File: config.mk
export PLATFORM = sky130hd
export DESIGN_NAME = video_frame_packet_reassembler_top
export DESIGN_NICKNAME = d
export VERILOG_FILES = /design/src/rtl/vfpr_pkg.sv /design/src/rtl/video_frame_packet_reassembler_top.sv
export VERILOG_INCLUDE_DIRS = /design/src /design/src/rtl
export SDC_FILE = /design/constraint.sdc
export NUM_CORES = 1
export LEC_CHECK = 0
export ABC_AREA = 1
export BUFFER_PORTS_ARGS = -buffer_cell sky130_fd_sc_hd__buf_2
export CORE_MARGIN = 4
export CORE_UTILIZATION = 50
export CTS_CLUSTER_SIZE = 20
export DETAILED_ROUTE_END_ITERATION = 16
export PLACE_DENSITY = 0.69
export SLEW_MARGIN = 10
export SYNTH_ARGS = -nofsm -noshare
export SYNTH_HDL_FRONTEND = slang
export SYNTH_SLANG_ARGS = --single-unit
export TNS_END_PERCENT = 5
File: constraint.sdc
create_clock -name clk_i -period 8.8 [get_ports clk_i]
set_input_delay 0.88 -clock clk_i [delete_from_list [all_inputs] [get_ports clk_i]]
set_output_delay 0.88 -clock clk_i [all_outputs]
set_load 0.03 [all_outputs]
File: src/rtl/video_frame_packet_reassembler_top_macros.svh
// Assertion macros for the frame packet reassembler.
// Included by the top level; expects clk_i and rst_ni in scope.
`ifndef VIDEO_FRAME_PACKET_REASSEMBLER_TOP_MACROS_SVH
`define VIDEO_FRAME_PACKET_REASSEMBLER_TOP_MACROS_SVH

// Plain property check, sampled on the rising clock, off during reset.
`define VFPR_ASSERT(lbl, prop, msg) \
  lbl: assert property (@(posedge clk_i) disable iff (!rst_ni) (prop)) else $error(msg);

// Same-cycle implication built on the macro above.
`define VFPR_ASSERT_IMPL(lbl, ante, cons, msg) \
  `VFPR_ASSERT(lbl, (ante) |-> (cons), msg)

`endif

File: src/rtl/vfpr_pkg.sv
// Shared types and constants of the frame packet reassembler.
// No dependencies; used by video_frame_packet_reassembler_top.
package vfpr_pkg;

  localparam int unsigned MAX_TRANSFER = 1048576;
  localparam int unsigned REQ_W        = 21;
  localparam int unsigned CNT_W        = 32;
  localparam int unsigned BYTES_W      = 48;

  localparam logic [1:0] CFG_FRAME_BYTES = 2'd0;
  localparam logic [1:0] CFG_CHUNK_BYTES = 2'd1;
  localparam logic [1:0] CFG_TAIL_BYTES  = 2'd2;

  typedef enum logic [1:0] {
    KIND_LEADER  = 2'd0,
    KIND_DATA    = 2'd1,
    KIND_TRAILER = 2'd2,
    KIND_OTHER   = 2'd3
  } kind_e;

  typedef enum logic [1:0] {
    CLOSE_SUCCESS  = 2'd0,
    CLOSE_MISSING  = 2'd1,
    CLOSE_MISMATCH = 2'd2
  } close_e;

  // Input beat, lowest bit first: byte_count, transfer_failed, buffer_ready.
  typedef struct packed {
    logic             pad;
    logic             buffer_ready;
    logic             transfer_failed;
    logic [REQ_W-1:0] byte_count;
  } in_beat_t;

  // Result beat, lowest bit first.
  typedef struct packed {
    logic [5:0]         pad;
    logic [BYTES_W-1:0] bytes_dropped;
    logic [BYTES_W-1:0] bytes_taken;
    logic [CNT_W-1:0]   underruns;
    logic [CNT_W-1:0]   bad_frames;
    logic [CNT_W-1:0]   good_frames;
    logic [REQ_W-1:0]   next_request;
    close_e             close_status;
    logic               frame_closed;
    logic               frame_opened;
    logic [31:0]        store_offset;
    logic               store_data;
  } out_beat_t;

endpackage

File: src/rtl/video_frame_packet_reassembler_top.sv
// Frame reassembler for a leader / data / trailer transfer stream.
// Depends on vfpr_pkg and video_frame_packet_reassembler_top_macros.svh.
//
// One beat per received transfer goes in and one result beat comes out. The block takes a new
// beat every cycle while the output is not stalled; a result passes through the input
// register, then the frame state update and the result register. The frame state and
// counters are updated once per accepted beat. A stalled output holds the result register,
// and the input register too once it holds a beat, and then drops tready. Registers: 0 frame
// size, 1 chunk size, 2 trailer request size; write them only while no beat is in flight.
`include "video_frame_packet_reassembler_top_macros.svh"

module video_frame_packet_reassembler_top (
  input  logic         clk_i,
  input  logic         rst_ni,
  input  logic         s_axis_tvalid_i,
  output logic         s_axis_tready_o,
  input  logic [23:0]  s_axis_tdata_i,  // byte_count[20:0], transfer_failed, buffer_ready, pad
  input  logic [1:0]   s_axis_tuser_i,  // packet_kind[1:0]
  output logic         m_axis_tvalid_o,
  input  logic         m_axis_tready_i,
  output logic [255:0] m_axis_tdata_o,  // store_data, store_offset[31:0], frame_opened,
                                        // frame_closed, close_status[1:0],
                                        // next_request[20:0], good_frames[31:0],
                                        // bad_frames[31:0], underruns[31:0],
                                        // bytes_taken[47:0], bytes_dropped[47:0], pad
  input  logic         cfg_valid_i,
  output logic         cfg_ready_o,
  input  logic [1:0]   cfg_index_i,
  input  logic [31:0]  cfg_data_i
);

  // configuration
  logic [31:0]                 frame_bytes_q;
  logic [vfpr_pkg::REQ_W-1:0]  chunk_bytes_q;
  logic [vfpr_pkg::REQ_W-1:0]  tail_bytes_q;

  // pipeline
  logic                 in_valid_q;
  vfpr_pkg::in_beat_t   in_q;
  vfpr_pkg::kind_e      in_kind_q;
  logic                 out_valid_q;
  vfpr_pkg::out_beat_t  out_q, out_d;
  logic                 s_hs, adv;

  // frame state
  logic                          open_q, open_d;
  logic                          mismatch_q, mismatch_d;
  logic [31:0]                   fill_q, fill_d;
  logic [vfpr_pkg::CNT_W-1:0]    good_q, good_d;
  logic [vfpr_pkg::CNT_W-1:0]    bad_q, bad_d;
  logic [vfpr_pkg::CNT_W-1:0]    under_q, under_d;
  logic [vfpr_pkg::BYTES_W-1:0]  taken_q, taken_d;
  logic [vfpr_pkg::BYTES_W-1:0]  dropped_q, dropped_d;

  logic [32:0]                   fill_sum;
  logic                          fits;
  logic [31:0]                   left;
  logic                          store_c;

  assign cfg_ready_o = 1'b1;

  always_ff @(posedge clk_i or negedge rst_ni) begin
    if (!rst_ni) begin
      frame_bytes_q <= 32'(vfpr_pkg::MAX_TRANSFER);
      chunk_bytes_q <= vfpr_pkg::REQ_W'(vfpr_pkg::MAX_TRANSFER);
      tail_bytes_q  <= vfpr_pkg::REQ_W'(1024);
    end else if (cfg_valid_i) begin
      unique case (cfg_index_i)
        vfpr_pkg::CFG_FRAME_BYTES: frame_bytes_q <= cfg_data_i;
        vfpr_pkg::CFG_CHUNK_BYTES: chunk_bytes_q <= cfg_data_i[vfpr_pkg::REQ_W-1:0];
        vfpr_pkg::CFG_TAIL_BYTES:  tail_bytes_q  <= cfg_data_i[vfpr_pkg::REQ_W-1:0];
        default: ;
      endcase
    end
  end

  // advance the input beat whenever the result register is free or being drained
  assign adv             = in_valid_q && (!out_valid_q || m_axis_tready_i);
  assign s_axis_tready_o = !in_valid_q || adv;
  assign s_hs            = s_axis_tvalid_i && s_axis_tready_o;

  always_ff @(posedge clk_i or negedge rst_ni) begin
    if (!rst_ni) begin
      in_valid_q  <= 1'b0;
      out_valid_q <= 1'b0;
    end else begin
      if (s_axis_tready_o) begin
        in_valid_q <= s_axis_tvalid_i;
      end
      if (adv) begin
        out_valid_q <= 1'b1;
      end else if (m_axis_tready_i) begin
        out_valid_q <= 1'b0;
      end
    end
  end

  always_ff @(posedge clk_i) begin
    if (s_hs) begin
      in_q      <= vfpr_pkg::in_beat_t'(s_axis_tdata_i);
      in_kind_q <= vfpr_pkg::kind_e'(s_axis_tuser_i);
    end
    if (adv) begin
      out_q <= out_d;
    end
  end

  assign fill_sum = {1'b0, fill_q} + 33'(in_q.byte_count);
  assign fits     = fill_sum <= {1'b0, frame_bytes_q};

  always_comb begin
    open_d     = open_q;
    mismatch_d = mismatch_q;
    fill_d     = fill_q;
    good_d     = good_q;
    bad_d      = bad_q;
    under_d    = under_q;
    taken_d    = taken_q;
    dropped_d  = dropped_q;
    out_d      = '0;
    store_c    = 1'b0;
    if (!in_q.transfer_failed) begin
      unique case (in_kind_q)
        vfpr_pkg::KIND_LEADER: begin
          // hand out the frame still open as missing packets
          if (open_q) begin
            out_d.frame_closed = 1'b1;
            out_d.close_status = vfpr_pkg::CLOSE_MISSING;
            bad_d              = bad_q + vfpr_pkg::CNT_W'(1);
            open_d             = 1'b0;
          end
          if (in_q.buffer_ready) begin
            open_d             = 1'b1;
            mismatch_d         = 1'b0;
            fill_d             = '0;
            out_d.frame_opened = 1'b1;
            taken_d            = taken_q + vfpr_pkg::BYTES_W'(in_q.byte_count);
          end else begin
            under_d   = under_q + vfpr_pkg::CNT_W'(1);
            dropped_d = dropped_q + vfpr_pkg::BYTES_W'(in_q.byte_count);
          end
        end
        vfpr_pkg::KIND_DATA: begin
          if (open_q && !mismatch_q && fits) begin
            store_c            = 1'b1;
            out_d.store_data   = 1'b1;
            out_d.store_offset = fill_q;
            fill_d             = fill_sum[31:0];
            taken_d            = taken_q + vfpr_pkg::BYTES_W'(in_q.byte_count);
          end else begin
            if (open_q && !mismatch_q) begin
              mismatch_d = 1'b1;
            end
            dropped_d = dropped_q + vfpr_pkg::BYTES_W'(in_q.byte_count);
          end
        end
        vfpr_pkg::KIND_TRAILER: begin
          if (open_q) begin
            out_d.frame_closed = 1'b1;
            open_d             = 1'b0;
            if (fill_q != frame_bytes_q) begin
              out_d.close_status = vfpr_pkg::CLOSE_MISMATCH;
              bad_d              = bad_q + vfpr_pkg::CNT_W'(1);
              dropped_d          = dropped_q + vfpr_pkg::BYTES_W'(in_q.byte_count);
            end else begin
              out_d.close_status = vfpr_pkg::CLOSE_SUCCESS;
              good_d             = good_q + vfpr_pkg::CNT_W'(1);
              taken_d            = taken_q + vfpr_pkg::BYTES_W'(in_q.byte_count);
            end
          end
        end
        vfpr_pkg::KIND_OTHER: ;
      endcase
    end

    // next request follows the updated state
    left = frame_bytes_q - fill_d;
    if (!open_d) begin
      out_d.next_request = vfpr_pkg::REQ_W'(vfpr_pkg::MAX_TRANSFER);
    end else if (fill_d < frame_bytes_q) begin
      out_d.next_request = ({11'b0, chunk_bytes_q} < left) ? chunk_bytes_q
                                                           : left[vfpr_pkg::REQ_W-1:0];
    end else begin
      out_d.next_request = tail_bytes_q;
    end

    out_d.good_frames   = good_d;
    out_d.bad_frames    = bad_d;
    out_d.underruns     = under_d;
    out_d.bytes_taken   = taken_d;
    out_d.bytes_dropped = dropped_d;
  end

  always_ff @(posedge clk_i or negedge rst_ni) begin
    if (!rst_ni) begin
      open_q     <= 1'b0;
      mismatch_q <= 1'b0;
      fill_q     <= '0;
      good_q     <= '0;
      bad_q      <= '0;
      under_q    <= '0;
      taken_q    <= '0;
      dropped_q  <= '0;
    end else if (adv) begin
      open_q     <= open_d;
      mismatch_q <= mismatch_d;
      fill_q     <= fill_d;
      good_q     <= good_d;
      bad_q      <= bad_d;
      under_q    <= under_d;
      taken_q    <= taken_d;
      dropped_q  <= dropped_d;
    end
  end

  assign m_axis_tvalid_o = out_valid_q;
  assign m_axis_tdata_o  = out_q;

  `VFPR_ASSERT_IMPL(a_store_needs_open, store_c, open_q && !mismatch_q, "data stored without a clean open frame")
  `VFPR_ASSERT_IMPL(a_status_idle, out_valid_q && !out_q.frame_closed, out_q.close_status == vfpr_pkg::CLOSE_SUCCESS, "close status set without a close")
  `VFPR_ASSERT_IMPL(a_no_close_when_shut, adv && !open_q, !out_d.frame_closed, "frame closed while none was open")
  `VFPR_ASSERT_IMPL(a_hold_when_stalled, !adv, 1'b1 ##1 ($stable(good_q) && $stable(fill_q) && $stable(open_q)), "frame state moved without a beat")

endmodule

Yosys cells after proc, flatten, opt, wreduce, memory -nomap -nowiden
Cells that the tools add are included.
{"block": "word_totals", "inputBits": 65, "reg_bits": 577, "word_cells": 114}
{"block": "op_classes", "muxes": 44, "eq_ne": 8, "bitwise": 4, "reduce_logical": 20, "addsub": 7, "magnitude_cmp": 3}
{"cell": "$mux 48", "count": 10}
{"cell": "$mux 32", "count": 14}
{"cell": "$pmux 48 s3", "count": 2}
{"cell": "$pmux 32 s2", "count": 2}
{"cell": "$add 32x1->32 const B", "count": 3}
{"cell": "$add 48x21->48", "count": 2}
{"cell": "$mux 21", "count": 2}
{"cell": "$add 32x21->33", "count": 1}
{"cell": "$le 33x32->1", "count": 1}
{"cell": "$lt 21x32->1", "count": 1}
{"cell": "$lt 32x32->1", "count": 1}
{"cell": "$ne 32x32->1", "count": 1}
{"cell": "$sub 32x32->32", "count": 1}
{"cell": "$mux 1", "count": 8}
{"cell": "$ne 2x2->1 const B", "count": 3}
{"cell": "$pmux 3 s2", "count": 1}
{"cell": "$reduce_and 2->1", "count": 3}
{"cell": "$reduce_and 6->1", "count": 1}
{"cell": "$eq 2x1->1 const B", "count": 2}
{"cell": "$eq 2x2->1 const B", "count": 2}
{"cell": "$logic_and 1x1->1", "count": 4}
{"cell": "$logic_not 2->1", "count": 2}
{"cell": "$mux 2", "count": 2}
{"cell": "$not 1->1", "count": 4}
{"cell": "7 further kinds", "count": 13}

Depth between registers and ports, before layout
Gate-level depths: netlist (run 1).
{"block": "depth", "ltp_word": 10, "depth_mapped": 56}

Worst setup path before layout (run 1)
No wires, ideal clock.
{"block": "synth_path", "path_kind": "register -> register", "start": "register in_q[1] in the netlist's numbering", "end": "register out_q (netlist bit m_axis_tdata_o[38]), data pin", "path_stages_with_launch": 50, "t_arrival_ps": 6466, "n_path_buf": 2, "required_ps": 8530, "path_slack_ps": 2063, "cell_sequence": "edfxtp_1 inv_1 fa_1 inv_1 nand3_1 nand2_2 a21oi_4 o21ai_2 a21oi_1 o21ai_0 a21oi_1 or2_2 and2_1 inv_1 ha_1 a21oi_1 o21ai_0 a21oi_1 [14 not listed] nand2_1 nand2_1 nand3b_1 nand2_1 nand2_1 a21oi_1 xor2_1 ha_1 a21oi_1 nor2_1 a211oi_1 nand2_1 a21o_1 nand4_1 buf_2 nand2_1 nand3_1 a21oi_1"}
{"block": "synth_via", "elab_chain_len": 10, "elab_cells_between_ends": 11, "classes_between": "add/sub: 2; order compare: 3; mux: 5; reduce/logical: 1"}
{"element": "start: declaration", "line_no": "video_frame_packet_reassembler_top.sv:39", "source": "vfpr_pkg::in_beat_t in_q;"}
{"element": "start signal: assignment", "line_no": "video_frame_packet_reassembler_top.sv:100", "source": "in_q <= vfpr_pkg::in_beat_t'(s_axis_tdata_i);"}
{"element": "$add 32x21->33 (*)", "line_no": "video_frame_packet_reassembler_top.sv:108", "source": "assign fill_sum = {1'b0, fill_q} + 33'(in_q.byte_count);"}
{"element": "$le 33x32->1", "line_no": "video_frame_packet_reassembler_top.sv:109", "source": "assign fits = fill_sum <= {1'b0, frame_bytes_q};"}
{"element": "$logic_and 1x1->1", "line_no": "video_frame_packet_reassembler_top.sv:144", "source": "if (open_q && !mismatch_q && fits) begin"}
{"element": "$mux 32 (*)", "line_no": "video_frame_packet_reassembler_top.sv:144"}
{"element": "$pmux 32 s2 (*)", "line_no": "video_frame_packet_reassembler_top.sv:123", "source": "unique case (in_kind_q)"}
{"element": "$mux 32 (*)", "line_no": "video_frame_packet_reassembler_top.sv:122", "source": "if (!in_q.transfer_failed) begin"}
{"element": "$sub 32x32->32", "line_no": "video_frame_packet_reassembler_top.sv:177", "source": "left = frame_bytes_q - fill_d;"}
{"element": "$lt 21x32->1", "line_no": "video_frame_packet_reassembler_top.sv:181", "source": "out_d.next_request = ({11'b0, chunk_bytes_q} < left) ? chunk_bytes_q"}
{"element": "$mux 21", "line_no": "video_frame_packet_reassembler_top.sv:181"}
{"element": "$mux 21 (*)", "line_no": "video_frame_packet_reassembler_top.sv:180", "source": "end else if (fill_d < frame_bytes_q) begin"}
{"element": "end signal: assignment", "line_no": "video_frame_packet_reassembler_top.sv:104", "source": "out_q <= out_d;"}
{"element": "end: declaration", "line_no": "video_frame_packet_reassembler_top.sv:42", "source": "vfpr_pkg::out_beat_t out_q, out_d;"}
Mark *: on every way between the ends. The rest lies on a longest branch, timed or not.
A chain may end at the register's enable or synchronous reset.

Final worst setup path (run 1)
{"block": "layout_path", "start": "register in_q[8] in the netlist's numbering", "end": "register out_q (netlist bit m_axis_tdata_o[41]), data pin"}
Same word-level chain as after synthesis.

==> flow_summary.yaml, run 1 <==
placed_design:
  post-place-ws_ps: 548
  dp_hpwl_um: 86400
  post-place-cells: 6236
  place_area_mm2: 0.0400
  port_buffers: 315
  gp_congestion: 0.956
global_routing:
  grt_use_total_pct: 29.3
  grt_pass1_wl_um: 185000
  grt_max_degree: 214
  grt_pass1_vias: 33192
  antenna_found_initial: 2
  overflow: 0
clocking:
  cts_hold_buf: 0
  cts_max_path_buffers: 3
  htreeDepth: 3
  cts.clk_slew.worst_paths_ps: 60
  cts_tree: "yes"
  clk_latency_ps: 630
  cts.sinks: 577
  cts_made_buffers: 69
  cts_root_buffer: "clkbuf_16"
critical_path:
  r2r_cells: 45
  r2r_start: "in_q[8]"
  cp_slowest_cell: "edfxtp_1"
  crit_top_cell: "nand2_1"
  cp-start-kind: "register"
  crit_arrival_ps: 8530
  worst_setup_path_end_kind: "register"
  reg2reg_slack_ps: 600
  crit_fanout: 21
  max_stage_delay_ps: 590
  r2r_end: "m_axis_tdata_o[41]"
  cp.required_ps: 9130
  worstSetupPathType: "reg -> reg"
drt:
  drc: 0
  wl_um: 119000
  first_pass_iters: 6
  wl_per_cell_um: 18.7
  vias: 35390
  routed_via_density: 5.56
  ant_nets: 0
  drtIter0Drc: 3364
synthesis:
  ys_seq_elements: 577
  syn_avg_cell_area_um2: 7.39
  synth-main-ff-cell: "dfrtp_1"
  yosysSeqAreaShare_pct: 41.9
  synth_edf_count: 275
  synth-async-reset-ratio_pct: 52.3
  synth_warnings: 0
  synth_area_mm2: 0.0377
  yosysUniqueCellTypes: 60
  synthCells: 5109
pwr:
  p_comb_share_pct: 44.2
  power_frac_clock_pct: 23.8
  leakagePower_nw: 20.1
  p_int_mw: 7.21
  pwr_density_cell_mw_per_mm2: 306
  peakVddDrop_uv: 171
  p_seq_share_pct: 32.0
  power.switching_mw: 5.78
  switching_share_pct: 44.5
layout:
  final_cell_mix: "nand2_1, inv_1, nor2_1"
  fillers: 7116
  fin_nets: 5563
  final_area_mm2: 0.0425
  areaGrowthSynthToFinish_pct: 12.7
  drive_gt1_share_pct: 10.3
  post-route-util_pct: 57.0
  layout_commonest_cell: "nand2_1"
  final_cells: 6369
sta:
  timing.slew.headroom_pct: 24.6
  slew_violations: 0
  setup_slack_ps: 598
  setup_tns_ps: 0
  worst_pin_slew_ps: 1130
  finalHoldViolCount: 0
  period_minus_slack_ps: 8200
  rsz0062_at_grt: "no"
  fmax_mhz: 122
  fin_crit_sh_pct: 93.2
  fin_skew_ps: 23.3
  setup_viol: 0
floorplan:
  initial_core_util_pct: 50.6
  rows: 100
  pin_count: 324
  die_area_mm2: 0.0799
  die_h_um: 283
  core_mm2: 0.0746
  fp.dieW_um: 283
status:
  status: "finished, final reports clean"
hold_path:
  min_path_type: "in -> async"
flow_run:
  maxCapViolations: 0
==> sequential cells by signal, indices dropped and copies added, names as in the netlist <==
name             cells
fill_q              32
tail_bytes_q        21
bad_q               32
taken_q             48
mismatch_q           1
dropped_q           48
under_q             32
open_q               1
in_kind_q            2
m_axis_tvalid_o      1
good_q              32
chunk_bytes_q       21
frame_bytes_q       32
m_axis_tdata_o     250
in_q                23
in_valid_q           1
==> Yosys cell counts, types with 4 or more instances <==
cell type	instances	share of area [%]
nand2_1	1730	17
inv_1	546	5.4
nor2_1	349	3.5
o21ai_0	313	4.2
dfrtp_1	299	20
nand3_1	299	4.0
edfxtp_1	275	22
a21oi_1	249	3.3
ha_1	150	5.0
xor2_1	144	3.3
clkbuf_1	125	1.2
nand4_1	104	1.7
nor3_1	74	0.98
xnor2_1	47	1.1
nor4_1	40	0.66
a31oi_1	34	0.56
buf_2	31	0.41
o211ai_1	29	0.58
o21ai_1	28	0.37
o22ai_1	26	0.43
buf_1	24	0.24
buf_4	18	0.36
a21o_1	15	0.30
nand3b_1	14	0.28
inv_2	13	0.13
and2_1	12	0.20
o21bai_1	10	0.20
nor2_2	9	0.15
nand2_2	8	0.13
nand2_4	7	0.21
o21a_1	7	0.14
or2_2	7	0.12
a21boi_0	6	0.12
clkinv_1	6	0.060
a22oi_1	5	0.099
o21ai_2	5	0.12
and3_1	4	0.066
fa_1	4	0.21
o31ai_1	4	0.080
==> power by group through the flow <==
| stage | sequential, mW | combinational [mW] | clock [mW] |
|---|---|---|---|
| 6_report | 4.15 | 5.74 | 3.09 |
| 5_1_grt | 4.22 | 6.43 | 3.26 |
| 4_1_cts | 4.14 | 5.70 | 3.15 |
| 3_5_place_dp | 4.18 | 5.67 | 0 |
| 3_3_place_gp | 4.17 | 5.59 | 0 |
| 2_1_floorplan | 4.43 | 3.79 | 0 |
==> per-stage QoR <==
stage,total power [mW],hold WS (ps)
3_3_place_gp,9.76,464
2_1_floorplan,8.21,449
6_report,13.0,279
3_5_place_dp,9.85,473
4_1_cts,13.0,294
5_1_grt,13.9,324
==> how the worst max path moves through the flow <==
| stage | from | end | slack, ps | depth (start not counted) |
|---|---|---|---|---|
| floorplan | in_q[1] | m_axis_tdata_o[38] | 2060 | 49 |
| global placement | in_q[1] | m_axis_tdata_o[47] | 630 | 48 |
| detailed placement | in_q[1] | m_axis_tdata_o[41] | 550 | 48 |
| CTS | in_q[1] | m_axis_tdata_o[41] | 490 | 48 |
| global route | in_q[10] | m_axis_tdata_o[51] | 7 | 45 |
| finish | in_q[8] | m_axis_tdata_o[41] | 600 | 45 |
==> per-layer routing <==
| layer | up-vias | track usage, % | wire length [um] |
|---|---|---|---|
| met1 | 16623 | 38.2 | 49700 |
| li1 | 17212 | - | - |
| met3 | 266 | 3.87 | 7500 |
| met4 | 0 | 11.4 | 4790 |
| met5 | - | 0 | 0 |
| met2 | 1289 | 49.9 | 57300 |
==> what timing repair did <==
item,in CTS,in global routing
hold endpoints to repair,0,0
endpoints found under the setup margin,0,21
setup buffers,0,6
resized for setup,0,3
==> cell families after synthesis <==
logic type               after synthesis  synth area share, %
AO/OA/AOI/OAI                        743                 10.7
XOR/XNOR                             191                 4.43
adder cells (fa/ha/maj)              154                 5.19
buffers and inverters                768                 7.99
flip-flops                           577                 41.9
other                                  2               0.0199
AND/OR/NAND/NOR                     2674                 29.7
==> area by class of cell <==
type | instances | area (um2) | area share, %
Inverter | 565 | 2130 | 5.01
Antenna cell | 1 | 2.50 | 0.00589
Timing Repair Buffer | 362 | 1950 | 4.59
Multi-Input combinational cell | 3769 | 19000 | 44.6
Sequential cell | 577 | 15800 | 37.2
Clock buffer | 85 | 1890 | 4.44
Clock inverter | 41 | 546 | 1.28
Tap cell | 969 | 1210 | 2.85
==> worst max-delay path: cells and delay by family, from the launching register on <==
| family | cells | cell delay [ps] |
|---|---|---|
| XOR/XNOR | 2 | 430 |
| AO/OA/AOI/OAI | 7 | 1400 |
| buffers and inverters | 6 | 750 |
| flip-flops | 1 | 590 |
| adder cells (fa/ha/maj) | 4 | 1420 |
| AND/OR/NAND/NOR | 26 | 3310 |
No activity file was read; power rests on OpenSTA's default activity.
==> run 2: changes to the inputs <==
Settings changed: RECOVER_POWER set to 25.
==> run 2 against run 1 <==
  * The run now ends with capacitance limit, slew limit left
  * Register-to-register slack got worse by 50 ps
  * First-iteration DRC count is 2.6% higher
  * Clock-buffer cell count is the same
  * Clock skew increased by 2.0 ps
  * Die area is the same
  * Total power barely moved
  * Sequential power about the same
  * Sequential cell count unchanged
  * Fmax is 0.60% lower
  * Via count decreased by 0.13%
  * Global-route usage stayed put
  * Largest power group unchanged
==> flow_summary.yaml, run 2 (synthesis gave the netlist of run 1 again) <==
placed_design:
  port_buffers: 315
  dp_hpwl_um: 86400
  gp_congestion: 0.956
pwr:
  total_power_mw: 13.0
  p_seq_share_pct: 32.0
  switching_share_pct: 44.5
  p_int_mw: 7.21
  power_frac_clock_pct: 23.8
  peakVddDrop_uv: 170
  leakagePower_nw: 20.0
  pwr_density_cell_mw_per_mm2: 306
  p_comb_share_pct: 44.2
  power.switching_mw: 5.77
drt:
  wl_per_cell_um: 18.7
  wl_um: 119000
  drc: 0
  ant_nets: 0
  routed_via_density: 5.55
  drtIter0Drc: 3450
  first_pass_iters: 6
  vias: 35345
sta:
  finalHoldViolCount: 0
  timing.slew.headroom_pct: -255
  worst_pin_slew_ps: 5330
  fmax_mhz: 121
  rsz0062_at_grt: "no"
  setup_tns_ps: 0
  slew_violations: 592
  setup_viol: 0
  fin_crit_sh_pct: 93.8
  fin_skew_ps: 25.2
  period_minus_slack_ps: 8250
critical_path:
  crit_fanout: 21
  max_stage_delay_ps: 580
  worstSetupPathType: "reg -> reg"
  reg2reg_slack_ps: 550
  cp_slowest_cell: "edfxtp_1"
  cp.required_ps: 9130
  cp-start-kind: "register"
  crit_arrival_ps: 8580
  worst_setup_path_end_kind: "register"
  crit_top_cell: "nand2_1"
floorplan:
  pin_count: 324
  core_mm2: 0.0746
  fp.dieW_um: 283
  initial_core_util_pct: 50.6
  rows: 100
  die_h_um: 283
  die_area_mm2: 0.0799
layout:
  fin_nets: 5563
  largest_reg_flops: 250
  fillers: 7136
  drive_gt1_share_pct: 9.87
  areaGrowthSynthToFinish_pct: 12.5
  layout_commonest_cell: "nand2_1"
  final_cell_mix: "nand2_1, inv_1, nor2_1"
status:
  violations: "capacitance limit, slew limit"
  status: "complete, but fails checks"
global_routing:
  grt_pass1_wl_um: 185000
  overflow: 0
  grt_use_total_pct: 29.3
  grt_pass1_vias: 33192
  antenna_found_initial: 2
  grt_max_degree: 214
flow_run:
  maxCapViolations: 11
clocking:
  cts_tree: "yes"
  cts_made_buffers: 69
  cts.clk_slew.worst_paths_ps: 60
  clk_latency_ps: 630
  cts.sinks: 577
  cts_root_buffer: "clkbuf_16"
  cts_max_path_buffers: 3
  htreeDepth: 3
hold_path:
  min_path_type: "in -> reg"
run 2: cell types whose count changed in the layout (fill, tap and decap cells not counted):
cell      previous run  this run
buf_2              314       299
clkbuf_1             8        30
nand2_4              8         7
buf_4               46        37
nand2_1           1729      1730
clkbuf_2             0         3
buf_8                1         0
run 2: what timing repair did:
item                       CTS  global route
hold buffers                 0             0
setup endpoints to repair    0            21
resized for setup            0             3
buffers inserted             0             6
run 2: metal layers:
metal | vias to the layer above | share of wire (%) | routed length (um) | global-route usage, %
met4 | 0 | 4.0 | 4780 | 11.4
li1 | 17219 | - | - | -
met1 | 16542 | 41 | 49100 | 38.2
met3 | 272 | 6.7 | 7980 | 3.87
met5 | - | 0 | 0 | 0
met2 | 1312 | 48 | 57400 | 49.9
run 2: final cells by class:
type | instances | area [um2] | share of cell area (%)
Antenna cell | 1 | 2.50 | 0.00589
Clock buffer | 85 | 1890 | 4.45
Clock inverter | 41 | 546 | 1.29
Inverter | 565 | 2130 | 5.01
Multi-Input combinational cell | 3769 | 19000 | 44.7
Sequential cell | 577 | 15800 | 37.3
Tap cell | 969 | 1210 | 2.86
Timing Repair Buffer | 362 | 1890 | 4.46
run 2: worst max-delay path: cells and delay by family (launching register included):
family / cells / cell delay, ps
DFF: 1 / 580
AOI/OAI and AO/OA: 7 / 1440
adders and majority gates: 4 / 1420
xor gates and xnor gates: 2 / 440
and+or+nand+nor: 26 / 3310
buffers and inverters: 6 / 750
run 2: power groups by stage:
stage / logic, mW / clock network [mW] / registers (mW)
floorplan: 3.79 / 0 / 4.43
global placement: 5.59 / 0 / 4.17
detailed placement: 5.67 / 0 / 4.18
CTS: 5.70 / 3.15 / 4.14
global route: 6.42 / 3.26 / 4.22
finish: 5.74 / 3.09 / 4.15
run 2: metrics by stage:
stage / instances / worst slack (ps) / cell area (um2) / hold WS [ps] / utilization, %
2_1_floorplan: 5114 / 2060 / 37800 / 449 / -
3_3_place_gp: 6236 / 630 / 40000 / 464 / 53.7
3_5_place_dp: 6236 / 548 / 40000 / 473 / 53.7
4_1_cts: 6362 / 489 / 42500 / 294 / 56.9
5_1_grt: 6368 / 6.66 / 42400 / 412 / 56.9
6_report: 6369 / 548 / 42500 / 435 / 56.9
run 2: path summary, 6_finish.rpt:
kind,to,cells after the start,from
min in group asynchronous,good_q[21],1,rst_ni
worst max-delay path,m_axis_tdata_o[41],45,in_q[8]
worst max register to register,m_axis_tdata_o[41],45,in_q[8]
max in group asynchronous,frame_bytes_q[31],2,rst_ni
worst min-delay path,in_q[22],1,s_axis_tdata_i[22]
worst min register to register,tail_bytes_q[15],2,tail_bytes_q[15]
